### config.mk
export PLATFORM = sky130hd
export DESIGN_NAME = etc_ctrl
export DESIGN_NICKNAME = d
export VERILOG_FILES = /design/src/hw/rtl/etc_pkg.sv /design/src/hw/rtl/etc_ctrl.sv
export SDC_FILE = /design/constraint.sdc
export NUM_CORES = 1
export LEC_CHECK = 0
export BUFFER_PORTS_ARGS = -buffer_cell sky130_fd_sc_hd__buf_2
export CAP_MARGIN = 20
export CORE_ASPECT_RATIO = 1.25
export CORE_MARGIN = 1.5
export CORE_UTILIZATION = 47
export DETAILED_ROUTE_END_ITERATION = 8
export PLACE_DENSITY = 0.75
export SYNTH_ARGS = -nofsm -noshare
export SYNTH_HDL_FRONTEND = slang
export SYNTH_SLANG_ARGS = --single-unit
### constraint.sdc
create_clock -name aclk -period 1.84 [get_ports aclk]
set_clock_uncertainty 0.1 [all_clocks]
set_input_delay 0.184 -clock aclk [delete_from_list [all_inputs] [get_ports aclk]]
set_output_delay 0.184 -clock aclk [all_outputs]
set_load 0.02 [all_outputs]
### src/hw/rtl/etc_pkg.sv
`timescale 1ns / 1ps
// ----------------------------------------------------------------------------
// etc_pkg
// Shared constants and controller/datapath interface types for the cache.
// ----------------------------------------------------------------------------
package etc_pkg;

    localparam int CAP_DEFAULT = 16;

    localparam int KEY_W    = 64;
    localparam int VAL_W    = 64;
    localparam int LEN_W    = 8;
    localparam int CHG_W    = 9;
    localparam int TIME_W   = 63;
    localparam int CAPR_W   = 5;
    localparam int MAXB_W   = 16;
    localparam int PURGE_W  = 5;
    localparam int CNT_W    = 5;
    localparam int BYTES_W  = 13;
    localparam int CODE_W   = 2;
    localparam int CFG_IDX_W = 2;
    localparam int CFG_W    = 16;

    localparam logic [CFG_IDX_W-1:0] REG_CAPACITY    = 2'd0;
    localparam logic [CFG_IDX_W-1:0] REG_BYTE_BUDGET = 2'd1;
    localparam logic [CFG_IDX_W-1:0] REG_PURGE_QUOTA = 2'd2;

    localparam logic [CODE_W-1:0] CODE_IGNORED = 2'd0;
    localparam logic [CODE_W-1:0] CODE_OK      = 2'd1;
    localparam logic [CODE_W-1:0] CODE_LARGE   = 2'd2;
    localparam logic [CODE_W-1:0] CODE_EXPIRED = 2'd3;

    // Controller -> datapath commands.
    typedef struct packed {
        logic load;       // capture request, reset scan
        logic drop_tail;  // remove last entry
        logic scan_step;  // compare entry at scan pointer, advance on a miss
        logic shift_step; // move entry at ptr+1 down into ptr
        logic shift_done; // finish a removal: count and bytes down
        logic ptr_dec;    // step pointer back to the swap partner
        logic swap_a;     // swap: entry at ptr moves up to ptr+1
        logic swap_b;     // swap: held entry goes to ptr
        logic append;     // write request entry at tail
        logic set_code;
        logic [CODE_W-1:0] code;
        logic set_vout;
    } etc_cmd_t;

    // Datapath -> controller status.
    typedef struct packed {
        logic is_lookup;
        logic ins_bad;       // disabled or expired on arrival
        logic tail_expired;  // tail entry expired at now
        logic empty;
        logic purge_limit;   // purge count reached the purge quota
        logic too_large;
        logic over_cap;      // live count >= effective capacity
        logic over_bytes;    // total + need > budget
        logic scan_end;      // scan pointer reached live count
        logic scan_hit;      // entry at scan pointer matches key
        logic hit_expired;   // matched entry expired
        logic hit_at_head;
        logic shift_end;     // ptr+1 reached live count
    } etc_sts_t;

endpackage

### src/hw/rtl/etc_ctrl.sv
`timescale 1ns / 1ps
// ----------------------------------------------------------------------------
// etc_ctrl
// Sequencer for purge, search, removal, eviction, append and swap.
// ----------------------------------------------------------------------------
module etc_ctrl (
    input  logic              aclk,
    input  logic              aresetn,
    input  logic              s_valid,
    output logic              s_ready,
    output logic              m_valid,
    input  logic              m_ready,
    input  etc_pkg::etc_sts_t sts,
    output etc_pkg::etc_cmd_t cmd
);
    // Every memory read is registered, so states that inspect an entry are
    // preceded by a settle state (_W) in which the read is registered.
    typedef enum logic [16:0] {
        S_IDLE    = 17'h00001,
        S_START   = 17'h00002,
        S_PURGE_W = 17'h00004,
        S_PURGE   = 17'h00008,
        S_SCAN_W  = 17'h00010,
        S_SCAN    = 17'h00020,
        S_HIT     = 17'h00040,
        S_SHIFT_W = 17'h00080,
        S_SHIFT   = 17'h00100,
        S_EVC_W   = 17'h00200,
        S_EVICT   = 17'h00400,
        S_APPEND  = 17'h00800,
        S_SWAP_W  = 17'h01000,
        S_SWAP_A  = 17'h02000,
        S_SWAP_B  = 17'h04000,
        S_OUT     = 17'h08000,
        S_DONE    = 17'h10000
    } state_t;

    state_t state_reg, state_next;
    logic   large_reg, large_next;

    assign s_ready = (state_reg == S_IDLE);
    assign m_valid = (state_reg == S_OUT);

    always_comb begin
        state_next = state_reg;
        large_next = large_reg;
        cmd        = '0;
        unique case (state_reg)
            S_IDLE: begin
                if (s_valid) begin
                    cmd.load   = 1'b1;
                    state_next = S_START;
                end
            end
            S_START: begin
                large_next = 1'b0;
                if (sts.is_lookup) begin
                    state_next = S_SCAN_W;
                end else if (sts.ins_bad) begin
                    cmd.set_code = 1'b1;
                    cmd.code     = etc_pkg::CODE_IGNORED;
                    state_next   = S_OUT;
                end else begin
                    state_next = S_PURGE_W;
                end
            end
            S_PURGE_W: state_next = S_PURGE;
            S_PURGE: begin
                if (!sts.empty && sts.tail_expired && !sts.purge_limit) begin
                    cmd.drop_tail = 1'b1;
                    state_next    = S_PURGE_W;
                end else begin
                    large_next = sts.too_large;
                    state_next = S_SCAN_W;
                end
            end
            S_SCAN_W: state_next = S_SCAN;
            S_SCAN: begin
                cmd.scan_step = !sts.scan_end;
                if (sts.scan_end) begin
                    if (sts.is_lookup) begin
                        cmd.set_code = 1'b1;
                        cmd.code     = etc_pkg::CODE_IGNORED;
                        state_next   = S_OUT;
                    end else if (large_reg) begin
                        cmd.set_code = 1'b1;
                        cmd.code     = etc_pkg::CODE_LARGE;
                        state_next   = S_OUT;
                    end else begin
                        state_next = S_EVC_W;
                    end
                end else if (sts.scan_hit) begin
                    state_next = S_HIT;
                end else begin
                    state_next = S_SCAN_W;
                end
            end
            S_HIT: begin
                if (sts.is_lookup && !sts.hit_expired) begin
                    cmd.set_vout = 1'b1;
                    cmd.set_code = 1'b1;
                    cmd.code     = etc_pkg::CODE_OK;
                    cmd.ptr_dec  = !sts.hit_at_head;
                    state_next   = sts.hit_at_head ? S_OUT : S_SWAP_W;
                end else begin
                    state_next = S_SHIFT_W;
                end
            end
            S_SHIFT_W: state_next = S_SHIFT;
            S_SHIFT: begin
                if (sts.shift_end) begin
                    cmd.shift_done = 1'b1;
                    if (sts.is_lookup) begin
                        cmd.set_code = 1'b1;
                        cmd.code     = etc_pkg::CODE_EXPIRED;
                        state_next   = S_OUT;
                    end else if (large_reg) begin
                        cmd.set_code = 1'b1;
                        cmd.code     = etc_pkg::CODE_LARGE;
                        state_next   = S_OUT;
                    end else begin
                        state_next = S_EVC_W;
                    end
                end else begin
                    cmd.shift_step = 1'b1;
                    state_next     = S_SHIFT_W;
                end
            end
            S_EVC_W: state_next = S_EVICT;
            S_EVICT: begin
                if (!sts.empty && (sts.over_cap || sts.over_bytes)) begin
                    cmd.drop_tail = 1'b1;
                    state_next    = S_EVC_W;
                end else begin
                    state_next = S_APPEND;
                end
            end
            S_APPEND: begin
                cmd.append   = 1'b1;
                cmd.set_code = 1'b1;
                cmd.code     = etc_pkg::CODE_OK;
                state_next   = S_OUT;
            end
            S_SWAP_W: state_next = S_SWAP_A;
            S_SWAP_A: begin
                cmd.swap_a = 1'b1;
                state_next = S_SWAP_B;
            end
            S_SWAP_B: begin
                cmd.swap_b = 1'b1;
                state_next = S_OUT;
            end
            S_OUT: begin
                if (m_ready) begin
                    state_next = S_DONE;
                end
            end
            S_DONE:  state_next = S_IDLE;
            default: state_next = S_IDLE;
        endcase
    end

    always_ff @(posedge aclk) begin
        if (!aresetn) begin
            state_reg <= S_IDLE;
            large_reg <= 1'b0;
        end else begin
            state_reg <= state_next;
            large_reg <= large_next;
        end
    end

`ifndef SYNTHESIS
    a_ready_idle: assert property (@(posedge aclk) disable iff (!aresetn)
        s_ready |-> !m_valid)
        else $error("ready while result pending");
    a_out_hold: assert property (@(posedge aclk) disable iff (!aresetn)
        (m_valid && !m_ready) |=> m_valid)
        else $error("result dropped");
    a_one_cmd: assert property (@(posedge aclk) disable iff (!aresetn)
        $onehot0({cmd.shift_step, cmd.swap_a, cmd.swap_b, cmd.append}))
        else $error("memory write conflict");
`endif
endmodule

==> metrics, run 1 <==
hold_buf cts=0; Finished Cell Area=roughly 2200 sq um; Final Wtd Congestion=about 0.88; Hold Path Class=in2reg; Post-synth EDFFs=0; Largest register FFs=17; relative slew slack=a little under two thirds; Reg power frac=roughly 43%; Peak Freq=438 MHz; final cycle utilization of the critical path=124%; asr flop ratio synth=0%; R2R Setup Slk=-0.31 ns; Top cell by count, worst path=buf_6; root buf cell=clkbuf_4; gr usage total=a little under a third; number of global-route vias before repair=approximately 1.5k; endpoints failing setup=25; cts bufs inserted=3; core area=~2500 sq um; clock slew at reported path FFs=0.11 ns; Cells after Synth=roughly 150; Logic pwr share=30.2%; DR DRC count=0; Filler cells=133; vias per cell=roughly 6; Synth area leader=dfxtp_1; clock network power share=between 20% and 30%; routed via count=1590; internal power=between 600 and 700 uW; ranking of synthesized cells by area=dfxtp_1, nor4_4, nor2_1; DP Wirelength=around 2.9 mm; Ports=32; number of max-cap violations=0; Sw Ratio=29.9%; setup ws final=-0.442 ns; slowest cell delay on critical path=roughly 0.36 ns; power density cells=between 400 and 500 nW/um^2; initial antenna violation count=0; worst path arrival time=2.00 ns; CTS tree=yes; Die H=between 60 and 70 um; Post-Route Utilization=87.9%; global route total overflow=0; drt pass-1 iters=5; share of the yosys chip area belonging to registers=28.5%; die area=between 3000 and 4000 sq um; layout cell share with drive strength beyond 1=about three fifths; Synth top cells by count=dfxtp_1, nor2_1, nand2_1; Setup CP Type=reg2out; row count=20; Mean Syn Cell Area=approximately 8.3 sq um; buffer levels on the longest clock path=2; Antenna Cells=0; Clk Latency, worst-skew pair=about 0.30 ns; VDD IR-drop max=0.390 mV; area grow syn2layout=73.7%; mapped cell area=roughly 1300 sq um; largest net degree at the start of global routing=13; first-pass GRT wire length=between 6 and 7 mm; Final min period=2.28 ns; worst-path fanout max=6; Iter 0 DRT Violations=83; sw power=approximately 280 uW; WL per Instance=between 15 and 20 um; Routed Antenna Nets=0; final hold violations=0; Starting Density=around 51%; Unique masters post-synth=41; CP required=1.56 ns; failing checks=setup timing; Clock Sinks=18; Tightest Pin Transition=0.541 ns; Final Total Pwr=about 930 uW; Ys Warns=0; Cell Chain, Critical Path=nor4_4 -> buf_6 -> nand4_1 -> buf_4 -> nor3b_4 -> buf_6; Nets=~250; top_reg_cell synth=dfxtp_1; FF+latch count, synth=18; Mapped Nets=between 150 and 200; CTS H-tree lvls=1; Die X=about 49 um; Total Wirelength=around 4.8 mm; critical path's slowest cell=dfxtp_2; LEAKAGE=approximately 0.00094 uW; post-synth top area share=roughly 28%; Placement Cell Area=1740 sq um; I/O Buffers=31; RSZ-0062 raised after global routing=true; CP endpoint kind=output port; final slew viol count=0; crit path launch type=flop; status=finished with violations
-- worst max-delay path: cells and delay by family (launching register included) --
family,cells,cell delay (ns)
flip-flops,1,0.36
AND/OR/NAND/NOR,3,0.77
buffers and inverters,3,0.57
-- worst paths after layout --
path / to / cells past startpoint / start
worst max register to register: state_reg[2]$_SDFFE_PN0P_ / 12 / state_reg[8]$_SDFFE_PN0P_
worst max-delay path: cmd[9] / 6 / state_reg[15]$_SDFFE_PN0P_
worst min register to register: state_reg[13]$_SDFFE_PN0P_ / 2 / state_reg[13]$_SDFFE_PN0P_
worst min-delay path: state_reg[16]$_SDFFE_PN0P_ / 2 / m_ready
-- power by group through the flow --
stage | Sequential [uW] | Clock, uW | Combinational, uW
final | 400 | 252 | 282
after CTS | 399 | 259 | 256
after floorplan | 405 | 0 | 112
after global placement | 409 | 0 | 194
after detailed placement | 409 | 0 | 198
after global routing | 401 | 280 | 296
-- placed cells by master, fill, tap and decap left out, types with 3 or more instances in the layout --
master / count
a21oi_1: 3
buf_2: 16
buf_4: 50
buf_6: 20
clkbuf_4: 3
dfxtp_1: 8
dfxtp_2: 8
inv_1: 3
nand2_1: 11
nand2b_1: 7
nand3_1: 6
nand4_1: 4
nor2_1: 12
nor2_2: 5
nor3_1: 3
nor3_4: 3
nor4_1: 3
nor4_4: 5
nor4b_4: 4
o21ai_0: 5
or3_1: 3
xor2_1: 5
-- cell type report --
type,count,area (sq um),share of cell area [%]
sequential,18,378,17.2
inverter,3,11.3,0.512
multi-input combinational,122,1050,47.8
timing repair buffer,86,681,30.9
clock buffer,4,36.3,1.65
tap,33,41.3,1.88
-- cell families after synthesis --
logic type      share of synthesized area, %
buf+inv                                 5.53
compound gates                          9.59
xor+xnor                                4.84
flops                                   28.5
mux                                    0.791
simple gates                            50.8
-- stage by stage --
stage	setup TNS, ns	setup WS (ns)	hold WS (ns)	std cells
after global placement	-0.798	-0.163	0.321	244
final	-5.95	-0.442	0.0453	266
after detailed placement	-1.33	-0.274	0.328	244
after floorplan	-2.33	-0.298	0.228	153
after global routing	-8.23	-0.535	0.0395	266
after CTS	-4.04	-0.324	0.0143	260
-- layer usage --
metal	vias to the layer above	part of all wire [%]	wire length [um]	global-route usage, %
li1	729	-	-	-
met1	774	40	1950	38.1
met2	71	53	2550	56.0
met3	16	4.8	231	3.16
met4	0	2.1	104	11.1
met5	-	0	0	0
-- repair_timing --
| action | in CTS | in global routing |
|---|---|---|
| setup buffers | 14 | 8 |
| gates resized for setup | 59 | 19 |
| setup endpoints to repair | 23 | 26 |
| pin swaps | 20 | 14 |
No activity file was read; power rests on OpenSTA's default activity.
==> run 2: changes to the inputs <==
TNS_END_PERCENT = 1   (was not set)
==> metrics, run 2 (synthesized netlist as in run 1, its figures left out) <==
core area=~2500 sq um; die area=slightly above 3000 sq um; worst path arrival time=approximately 2 ns; hold_ws=around 0.011 ns; Reg-to-Reg Start=state_reg[12]$_SDFFE_PN0P_; vias per cell=5.80; failing checks=setup timing; I/O Buffers=31; CP startpoint=state_reg[12]$_SDFFE_PN0P_; Post-Route Utilization=between 70% and 80%; Place WS=-0.149 ns; Final min period=2.27 ns; critical path's slowest cell=dfxtp_2; number of global-route vias before repair=between 1k and 1.5k; Starting Density=between 50% and 60%; first-pass GRT wire length=6.54 mm; CTS tree=yes; Clk Latency, worst-skew pair=about 0.30 ns; Hold Path Class=in2reg; VDD IR-drop max=around 0.34 mV; Ports=32; worst-path fanout max=3; Finished Layout Cells=around 260; commonest non-fill, non-tap cells in the layout=buf_4, buf_2, nor2_1; RSZ-0062 raised after global routing=true; CP required=approximately 1.6 ns; setup ws final=-0.427 ns; Final Wtd Congestion=0.915; initial antenna violation count=0; Final Total Pwr=approximately 900 uW; buffer levels on the longest clock path=2; drt pass-1 iters=5; Clock Sinks=18; Die X=around 49 um; DP Wirelength=between 2 and 3 mm; Critical path destination=cmd[2]; Tightest Pin Transition=~0.48 ns; gr usage total=between 20 and 30%; power density cells=~450 nW/um^2; Iter 0 DRT Violations=76; routed via count=~1.5k; CP endpoint kind=output port; internal power=between 600 and 700 uW; Nets=240; reg-to-reg endpoint=state_reg[4]$_SDFFE_PN0P_; Die H=61.0 um; root buf cell=clkbuf_4; final cycle utilization of the critical path=123%; CTS H-tree lvls=1; R2R depth=9; Antenna Cells=0; Largest register FFs=17; layout cell share with drive strength beyond 1=about half; clock network power share=28.7%; final hold violations=0; hold_buf cts=0; Total Wirelength=roughly 4.2 mm; clock slew at reported path FFs=0.11 ns; number of max-cap violations=0; largest net degree at the start of global routing=13; Reg power frac=45.9%; cts bufs inserted=3; Cell Chain, Critical Path=nor4_4 -> buf_4 -> buf_4 -> nand4_1 -> nor3_2 -> a21oi_1 -> nor3b_2 -> buf_4; Top cell by count, worst path=buf_4; final slew viol count=0; relative slew slack=around two thirds; row count=20; slowest cell delay on critical path=~0.35 ns; DR DRC count=0; most common cell after layout, fill and taps aside=buf_4; Peak Freq=441 MHz; global route total overflow=0; Placed Instances=roughly 250; WL per Instance=approximately 16 um; area grow syn2layout=52.6%; LEAKAGE=around 0.00085 uW; status=finished with violations; sw power=~250 uW; Setup CP Type=reg2out; Logic pwr share=between 20% and 30%; Routed Antenna Nets=0; endpoints failing setup=20; crit path launch type=flop; R2R Setup Slk=-0.07 ns; Sw Ratio=between 20% and 30%
## run 2: changes by cell type in the layout (fill, tap and decap cells not counted), moves of 3 or more
cell     change
nor3_2       +3
dfxtp_1      +3
nor3_4       -3
buf_2        +3
nor2_1       +3
nor2_2       -3
buf_6       -13
## run 2: timing repair
item	4_1_cts	5_1_grt
hold endpoints to repair	0	0
setup buffers	5	0
resized for setup	33	5
endpoints found under the setup margin	23	26
gates cloned	0	0
pin swaps	17	8
## run 2: critical path: cells and delay by family (launching register included)
| family | cells | cell delay [ns] |
|---|---|---|
| AND/OR/NAND/NOR | 4 | 0.77 |
| AO/OA/AOI/OAI | 1 | 0.12 |
| buffers and inverters | 3 | 0.44 |
| flip-flops | 1 | 0.35 |
## run 2: layout make-up
| type | instances | area, sq um |
|---|---|---|
| timing repair buffer | 75 | 542 |
| clock buffer | 4 | 36.3 |
| sequential | 18 | 369 |
| tap | 33 | 41.3 |
| fill | 170 | 571 |
| multi-input combinational | 122 | 932 |
| inverter | 3 | 11.3 |
## run 2: power by group through the flow
stage          Clock (uW)  Sequential, uW  Combinational (uW)
6_report              251             401                 222
5_1_grt               276             402                 238
4_1_cts               251             400                 212
3_5_place_dp            0             409                 194
3_3_place_gp            0             409                 191
2_1_floorplan           0             405                 111
## run 2: worst min-delay path by stage
stage / startpoint / to / slack [ns] / depth (start not counted)
after floorplan: aresetn / state_reg[10]$_SDFFE_PN0P_ / 0.23 / 2
after global placement: sts[3] / state_reg[6]$_SDFFE_PN0P_ / 0.32 / 2
after detailed placement: sts[3] / state_reg[6]$_SDFFE_PN0P_ / 0.33 / 2
after CTS: sts[3] / state_reg[6]$_SDFFE_PN0P_ / 0.01 / 2
after global routing: sts[3] / state_reg[6]$_SDFFE_PN0P_ / 0.02 / 2
final: sts[3] / state_reg[6]$_SDFFE_PN0P_ / 0.01 / 2
## run 2: per-stage QoR
step | setup TNS (ns) | cell area, sq um
global route | -6.65 | 1930
global placement | -0.724 | 1730
detailed placement | -1.14 | 1730
CTS | -4.40 | 1920
floorplan | -2.69 | 1300
finish | -4.67 | 1930
## run 2: routing by layer
metal  up-vias  share of wire, %  GRT usage (%)
li1        706                 -              -
met1       698                39           32.5
met2        61                52           55.2
met3        14               5.4           4.13
met4         0               3.3           14.3
met5         -                 0              0
